<file path="src/sv/assert_macros.svh">
// ----------------------------------------------------------------------------
// Assertion macros
// Shared concurrent assertion forms; each expects clk and rst_n in scope.
// ----------------------------------------------------------------------------
`ifndef ASSERT_MACROS_SVH
`define ASSERT_MACROS_SVH

// expression holds on every clock out of reset
`define ASSERT_ALWAYS(lbl, expr, msg) \
    lbl: assert property (@(posedge clk) disable iff (!rst_n) (expr)) \
        else $error(msg);

// consequent holds whenever the antecedent does
`define ASSERT_IMPLIES(lbl, ante, cons, msg) \
    lbl: assert property (@(posedge clk) disable iff (!rst_n) (ante) |-> (cons)) \
        else $error(msg);

`endif

</file>
<file path="src/sv/stt_pkg.sv">
// ----------------------------------------------------------------------------
// stt_pkg
// Types and constants shared by the sparse triplet transpose block.
// ----------------------------------------------------------------------------
package stt_pkg;

    localparam int MAX_TERMS_DEF  = 64;
    localparam int MAX_DIM_DEF    = 256;
    localparam int VALUE_BITS_DEF = 32;

    localparam int ROW_W  = 8;
    localparam int COL_W  = 8;
    localparam int VAL_W  = 32;
    localparam int CFG_W  = 9;
    localparam int APB_AW = 3;
    localparam int APB_DW = 32;

    localparam logic REG_NUM_ROWS = 1'b0;
    localparam logic REG_NUM_COLS = 1'b1;

    typedef enum logic [3:0] {
        S_CLEAR,
        S_IDLE,
        S_CNT,
        S_PFX,
        S_SC_RD,
        S_SC_COL,
        S_SC_WR,
        S_EM_RD,
        S_EM_LD
    } state_t;

    typedef struct packed {
        logic clr_step;
        logic load;
        logic cnt_upd;
        logic pfx_step;
        logic sc_rd;
        logic sc_col;
        logic sc_wr;
        logic em_rd;
        logic em_load;
    } dp_cmd_t;

    typedef struct packed {
        logic in_valid;
        logic in_last;
        logic keep;
        logic last_q;
        logic sweep_end;
        logic pfx_end;
        logic idx_last;
        logic loaded_zero;
        logic out_free;
    } dp_stat_t;

endpackage

</file>
<file path="src/sv/stt_ctrl.sv">
// ----------------------------------------------------------------------------
// stt_ctrl
// Sequencer: count-store clear, term load, prefix sum, scatter and emission.
// ----------------------------------------------------------------------------
`include "assert_macros.svh"

module stt_ctrl (
    input  logic              clk,
    input  logic              rst_n,
    input  stt_pkg::dp_stat_t stat,
    output stt_pkg::dp_cmd_t  cmd,
    output logic              term_stall
);

    import stt_pkg::*;

    state_t state_reg;
    state_t state_next;

    always_ff @(posedge clk or negedge rst_n)
    begin
        if (!rst_n)
        begin
            state_reg <= S_CLEAR;
        end
        else
        begin
            state_reg <= state_next;
        end
    end

    always_comb
    begin
        state_next = state_reg;
        case (state_reg)
            S_CLEAR:
            begin
                if (stat.sweep_end)
                begin
                    state_next = S_IDLE;
                end
            end
            S_IDLE:
            begin
                if (stat.in_valid)
                begin
                    if (stat.keep)
                    begin
                        state_next = S_CNT;
                    end
                    else if (stat.in_last)
                    begin
                        state_next = S_PFX;
                    end
                end
            end
            S_CNT:
            begin
                state_next = stat.last_q ? S_PFX : S_IDLE;
            end
            S_PFX:
            begin
                if (stat.pfx_end)
                begin
                    state_next = stat.loaded_zero ? S_IDLE : S_SC_RD;
                end
            end
            S_SC_RD:
            begin
                state_next = S_SC_COL;
            end
            S_SC_COL:
            begin
                state_next = S_SC_WR;
            end
            S_SC_WR:
            begin
                state_next = stat.idx_last ? S_EM_RD : S_SC_RD;
            end
            S_EM_RD:
            begin
                state_next = S_EM_LD;
            end
            S_EM_LD:
            begin
                if (stat.out_free)
                begin
                    state_next = stat.idx_last ? S_IDLE : S_EM_RD;
                end
            end
            default:
            begin
                state_next = S_CLEAR;
            end
        endcase
    end

    always_comb
    begin
        cmd          = '0;
        cmd.clr_step = (state_reg == S_CLEAR);
        cmd.load     = (state_reg == S_IDLE) && stat.in_valid;
        cmd.cnt_upd  = (state_reg == S_CNT);
        cmd.pfx_step = (state_reg == S_PFX);
        cmd.sc_rd    = (state_reg == S_SC_RD);
        cmd.sc_col   = (state_reg == S_SC_COL);
        cmd.sc_wr    = (state_reg == S_SC_WR);
        cmd.em_rd    = (state_reg == S_EM_RD);
        cmd.em_load  = (state_reg == S_EM_LD) && stat.out_free;
        term_stall   = (state_reg != S_IDLE);
    end

    `ASSERT_IMPLIES(a_cnt_after_load, state_reg == S_CNT, $past(state_reg) == S_IDLE, "count update without a load")
    `ASSERT_IMPLIES(a_pfx_entry, (state_reg == S_PFX) && ($past(state_reg) != S_PFX), ($past(state_reg) == S_IDLE) || ($past(state_reg) == S_CNT), "prefix pass entered outside a term load")

endmodule

</file>
<file path="config.mk">
export PLATFORM = sky130hd
export DESIGN_NAME = stt_ctrl
export DESIGN_NICKNAME = d
export VERILOG_FILES = /design/src/sv/stt_pkg.sv /design/src/sv/stt_ctrl.sv
export VERILOG_INCLUDE_DIRS = /design/src /design/src/sv
export SDC_FILE = /design/constraint.sdc
export NUM_CORES = 1
export LEC_CHECK = 0
export BUFFER_PORTS_ARGS = -buffer_cell sky130_fd_sc_hd__buf_2
export CAP_MARGIN = 20
export CORE_AREA = 2 2 39 41
export CTS_CLUSTER_DIAMETER = 200
export DETAILED_ROUTE_END_ITERATION = 10
export DIE_AREA = 0 0 41 43
export MAX_ROUTING_LAYER = met4
export SLEW_MARGIN = 20
export SYNTH_ARGS = -nofsm -noshare
export SYNTH_HDL_FRONTEND = slang
export SYNTH_SLANG_ARGS = --single-unit
export TNS_END_PERCENT = 30
</file>
<file path="constraint.sdc">
create_clock -name clk -period 2.3 [get_ports clk]
set_clock_uncertainty 0.2 [all_clocks]
set_input_delay 0.23 -clock clk [delete_from_list [all_inputs] [get_ports clk]]
set_output_delay 0.23 -clock clk [all_outputs]
set_load 0.02 [all_outputs]
</file>
==> run metrics, run 1 <==
Gate power share 57.7%; synthesized netlist cell count 56; HP Class in -> reg; router iterations before antenna repair 4; Critical Path Sink Type output pin; post-DR vias/cell 5.23; I/O Pins 21; RSZ-0062 raised after global routing false; warning count from the yosys run 0; kind of start point of the critical path flip-flop; post-DR wirelength/cell 11.7 µm; input/output buffers 20; cts hold-fix bufs 1; crit-path max FO 15; Area growth syn-to-layout 32.8%; Final nets 89; Final setup viols 0; clk_lat worst skew 0.23 ns; CP max stage delay 0.57 ns; cell internal pwr 0.000303 W; Chip Width 41 µm; Cell Rows 14; initial antenna violation count 0; ant diodes 0; drt total wl 1.08 mm; RR Startpoint state_reg[0]$_DFFE_PN0P_; vias in the first global route 420; Final min period 1.90 ns; LEAKAGE 0.252 nW; clock sinks 4; Crit-path slowest cell dfrtp_1; synth unique cells 25; CTS tree done; Core Util, Final 38.8%; GPL Wtd Cong 0.860; sequential fraction of the synthesis area 24.8%; Die H 43 µm; Reg clk slew, reported paths 0.04 ns; clock root cell clkbuf_4; syn_nets 67; Setup TNS 0 ns; post-route cell area 537 µm²; Slew Limit Fails 0; P_sw 0.000303 W; core region area 0.00138 mm²; final hold violations 0; total grt overflow 0; fmax 0.528 GHz; number of synthesized flops with an enable pin 0; layout cell share with drive strength beyond 1 31.6%; CTS max path bufs 2; register share of total power 27.8%; DPL Wire Length 863 µm; Reg area 100 µm²; GRT Total Usage 14.7%; ys async rst share 100%; clock buffer count from CTS 3; Reg-to-Reg End state_reg[1]$_DFFE_PN0P_; Worst Setup SP state_reg[0]$_DFFE_PN0P_; area occupied by multi-input gates 269 µm²; Avg Synthesized Cell Area 7.22 µm²; largest net degree at the start of global routing 16; run status finished clean; Crit Path Class reg -> out; CTS resizes 0; synthesized area 404 µm²; Worst EP arrival 1.47 ns; cell area power density 1130 mW/mm²; Max-slew headroom 70.8%; H-tree levels 1; Initial DRC Count 20; first-pass GRT wire length 1.73 mm; dominant synthesized flop cell dfrtp_1; switching share of power 50.0%; Setup Fix Bufs, Post-CTS 0; Worst Setup EP cmd[5]; Critical Path RT 1.87 ns; via count 481; Final period util 82.4%; drt drc 0; Yosys reg bits 4; number of flip-flops in the largest register 4; Initial Util 29.2%; Max-Cap Viols 0; FF-to-FF path depth 4; area of placed instances 504 µm²; DIE AREA 0.00176 mm²; FF-to-FF setup slack 0.59 ns; fillers 162; worst vdd ir 0.000424 V; Routed Antenna Nets 0; clock share of power 14.5%; worst slew pin tran 0.438 ns; CP cell instances nand2_1, nor3_1, buf_2
## through the flow
step | total power, W | hold slack (ns) | std cells | worst slack (ns)
3_3_place_gp | 0.000512 | -0.163 | 88 | 0.648
4_1_cts | 0.000609 | 0.0786 | 92 | 0.411
5_1_grt | 0.000657 | 0.0914 | 92 | 0.293
2_1_floorplan | 0.000429 | -0.266 | 56 | 0.593
3_5_place_dp | 0.000518 | -0.160 | 88 | 0.609
6_report | 0.000606 | 0.0765 | 92 | 0.405
## metal layers
| layer | vias up | GRT usage, % | wire length, µm |
|---|---|---|---|
| li1 | 241 | - | - |
| met1 | 217 | 19.2 | 468 |
| met2 | 23 | 21.3 | 498 |
| met3 | 0 | 4.71 | 109 |
| met4 | 0 | 4.00 | 0 |
| met5 | - | - | 0 |
## power groups by stage
stage,combinational (W),sequential [W],clock [W]
after floorplan,0.000317,0.000112,0
after global placement,0.000348,0.000164,0
after detailed placement,0.000350,0.000168,0
after CTS,0.000354,0.000167,0.0000887
after global routing,0.000384,0.000180,0.0000933
final,0.000349,0.000168,0.0000877
## synth_stat cells, drive strengths merged, types with 2 or more instances
| master | count | area share, % |
|---|---|---|
| o31ai | 2 | 3.7 |
| buf | 4 | 5.0 |
| nor2b | 2 | 3.1 |
| dfrtp | 4 | 25 |
| nand2 | 3 | 2.8 |
| o21ai | 3 | 3.7 |
| nor4 | 3 | 4.6 |
| nor3 | 6 | 7.4 |
| inv | 4 | 3.7 |
| nand2b | 7 | 13 |
| nor2 | 6 | 5.6 |
## cell families (layout without fill, tap and decap cells)
logic type             after synthesis  after routing  share of synthesized area [%]
and+or+nand+nor                     30             30                           41.8
DFF                                  4              4                           24.8
AOI/OAI and AO/OA                   13             13                           22.3
muxes                                1              1                           2.48
buffers and inverters                8             28                           8.67
## area by class of cell
cell class | instances | share of cell area (%)
Tap cell | 16 | 3.73
Clock buffer | 3 | 4.20
Sequential cell | 4 | 18.6
Timing Repair Buffer | 21 | 20.5
Multi-Input combinational cell | 44 | 50.1
Inverter | 4 | 2.80
## how the worst min path moves through the flow
stage / to / depth (start not counted) / start
2_1_floorplan: state_reg[0]$_DFFE_PN0P_ / 0 / rst_n
3_3_place_gp: state_reg[2]$_DFFE_PN0P_ / 1 / rst_n
3_5_place_dp: state_reg[3]$_DFFE_PN0P_ / 1 / rst_n
4_1_cts: state_reg[1]$_DFFE_PN0P_ / 3 / stat[3]
5_1_grt: state_reg[1]$_DFFE_PN0P_ / 3 / stat[3]
6_report: state_reg[1]$_DFFE_PN0P_ / 3 / stat[3]
## cells in the final DEF, fill, tap and decap left out
cell           netlist  layout
a311oi_1             1       1
or3b_1               1       1
mux2i_1              1       1
nor2b_1              2       2
or4_1                1       1
o21a_1               1       1
a22oi_1              1       1
a21oi_1              1       1
o21ai_0              2       2
and3_1               1       1
nand2b_4             1       1
nor4_1               3       3
dfrtp_1              4       4
a211oi_1             1       1
nor2_1               6       6
buf_2                4      20
clkbuf_4             0       3
o2111ai_1            1       1
dlygate4sd3_1        0       1
inv_1                4       4
nand2b_1             6       6
o22ai_1              1       1
nor3_1               6       6
o22a_1               1       1
o31ai_1              2       2
nand2_1              3       3
o21ai_1              1       1
## worst max-delay path, delay by kind of cell (launching register included)
kind	cells	cell delay [ns]
simple gates	2	0.43
flops	1	0.57
buf+inv	1	0.22
Note: power is estimated with default switching activity, not from simulation.
==> run 2, diff against run 1 <==
Clock period 2.3 ns to 1.9 ns, I/O delays scaled along.
==> run 2 against run 1 <==
  * Utilization is 1.4 points higher
  * Sequential share of layout area hardly changed
  * Critical path type unchanged
  * Total power is 26% higher
  * Register-to-register slack worse by 0.35 ns
==> run metrics, run 2 (synthesis results as in run 1) <==
drt total wl 1.11 mm (+3.3%); worst slew pin tran 0.343 ns (-0.0949 ns); post-route cell area 556 µm² (+3.5%); Initial Util 29.2% (unchanged); I/O Pins 21 (unchanged); commonest non-fill, non-tap cell in the layout buf_2; clock buffer count from CTS 3 (unchanged); CTS max path bufs 2 (unchanged); DIE AREA 0.00176 mm² (unchanged); GPL Wtd Cong 0.837 (-2.6%); worst setup margin 0.116 ns (-0.289 ns); Final period util 93.9%; final hold violations 0 (unchanged); HP Class in -> reg; drt drc 0 (unchanged); Final setup viols 0 (unchanged); Die H 43 µm (unchanged); worst vdd ir 0.000359 V (-15%); kind of start point of the critical path flip-flop; GRT Total Usage 16.3% (+1.6 points); Cell Rows 14 (unchanged); core region area 0.00138 mm² (unchanged); Max-Cap Viols 0 (unchanged); via count 484 (+0.62%); Initial DRC Count 17 (-15%); Worst EP arrival 1.39 ns (-0.08 ns); largest net degree at the start of global routing 16 (unchanged); number of flip-flops in the largest register 4 (unchanged); fmax 0.561 GHz; clock root cell clkbuf_4; DPL Wire Length 846 µm (-1.9%); Crit Path Class reg -> out; post-DR vias/cell 5.20 (-0.46%); Area growth syn-to-layout 37.5%; CTS tree done; Final nets 90 (+1.1%); area of placed instances 512 µm² (+1.5%); Reg clk slew, reported paths 0.04 ns (about the same); vias in the first global route 444 (+5.7%); Max-slew headroom 77.1% (+6.3 points); clock sinks 4 (unchanged); clk_lat worst skew 0.24 ns (about the same); run status finished clean; Critical Path Sink Type output pin; Critical Path RT 1.51 ns (-0.36 ns); input/output buffers 20 (unchanged); Core Util, Final 40.1% (+1.4 points); post-DR wirelength/cell 12.0 µm (+2.2%); Tot Pwr 0.000764 W (+26%); Routed Antenna Nets 0 (unchanged); Final min period 1.78 ns; H-tree levels 1 (unchanged); Slew Limit Fails 0 (unchanged); layout cell share with drive strength beyond 1 39.0% (+7.4 points); Setup TNS 0 ns (unchanged); ant diodes 0 (unchanged); initial antenna violation count 0 (unchanged); Setup WS pre-CTS 0.219 ns (-0.390 ns); first-pass GRT wire length 1.90 mm (+9.6%); most frequent cells in the layout 20 x buf_2, 6 x nor2_1, 5 x nand2b_1, 5 x nor3_1, 4 x inv_1; cell area power density 1370 mW/mm² (+22%); router iterations before antenna repair 4 (unchanged); crit-path max FO 15 (unchanged); RSZ-0062 raised after global routing false; Chip Width 41 µm (unchanged); total grt overflow 0 (unchanged); LEAKAGE 0.257 nW (+1.9%)
## run 2: cell count changes in the layout (fill, tap and decap cells not counted), sizes merged
cell | before | now
buf | 20 | 21
## run 2: critical path, cell delays in order, from the launching register on
cell	delay, ns
dfrtp_2	0.48
or3b_1	0.39
nor2_1	0.11
buf_2	0.17
## run 2: metal layers
layer / vias to the layer above / GRT usage, % / share of wire [%]
li1: 248 / - / -
met1: 209 / 20.8 / 43
met2: 22 / 22.8 / 46
met3: 5 / 1.57 / 7.4
met4: 0 / 12.0 / 3.6
met5: - / - / 0
## run 2: final timing paths
path | to | startpoint | slack, ns | depth (start not counted)
worst max-delay path | cmd[0] | state_reg[0]$_DFFE_PN0P_ | 0.12 | 3
worst min-delay path | state_reg[1]$_DFFE_PN0P_ | stat[3] | 0.03 | 3
worst max register to register | state_reg[1]$_DFFE_PN0P_ | state_reg[0]$_DFFE_PN0P_ | 0.24 | 4
worst min register to register | state_reg[2]$_DFFE_PN0P_ | state_reg[1]$_DFFE_PN0P_ | 0.54 | 3
max in group asynchronous | state_reg[3]$_DFFE_PN0P_ | rst_n | 1.28 | 2
min in group asynchronous | state_reg[1]$_DFFE_PN0P_ | rst_n | 0.08 | 2
## run 2: metrics by stage
| stage | instances | hold slack, ns |
|---|---|---|
| finish | 93 | 0.0318 |
| global route | 93 | 0.0562 |
| CTS | 93 | 0.0342 |
| floorplan | 56 | -0.306 |
| global placement | 89 | -0.201 |
| detailed placement | 89 | -0.203 |
## run 2: final cells by class
class	instances	area (µm²)
Fill cell	150	828
Multi-Input combinational cell	44	277
Timing Repair Buffer	22	118
Sequential cell	4	104
Clock buffer	3	22.5
Tap cell	16	20.0
Inverter	4	15.0
## run 2: where the power goes
part	total [W]	leakage [nW]	switching [W]	internal (W)
clock network	0.000106	0.0138	0.0000356	0.0000707
logic	0.000461	0.197	0.000263	0.000198
registers	0.000196	0.0464	0.0000784	0.000118
## run 2: repair_timing
action,in CTS,in global routing
hold buffers,1,0
hold endpoints to repair,4,0
resized for setup,0,5
setup endpoints to repair,0,5
buffers inserted,0,0
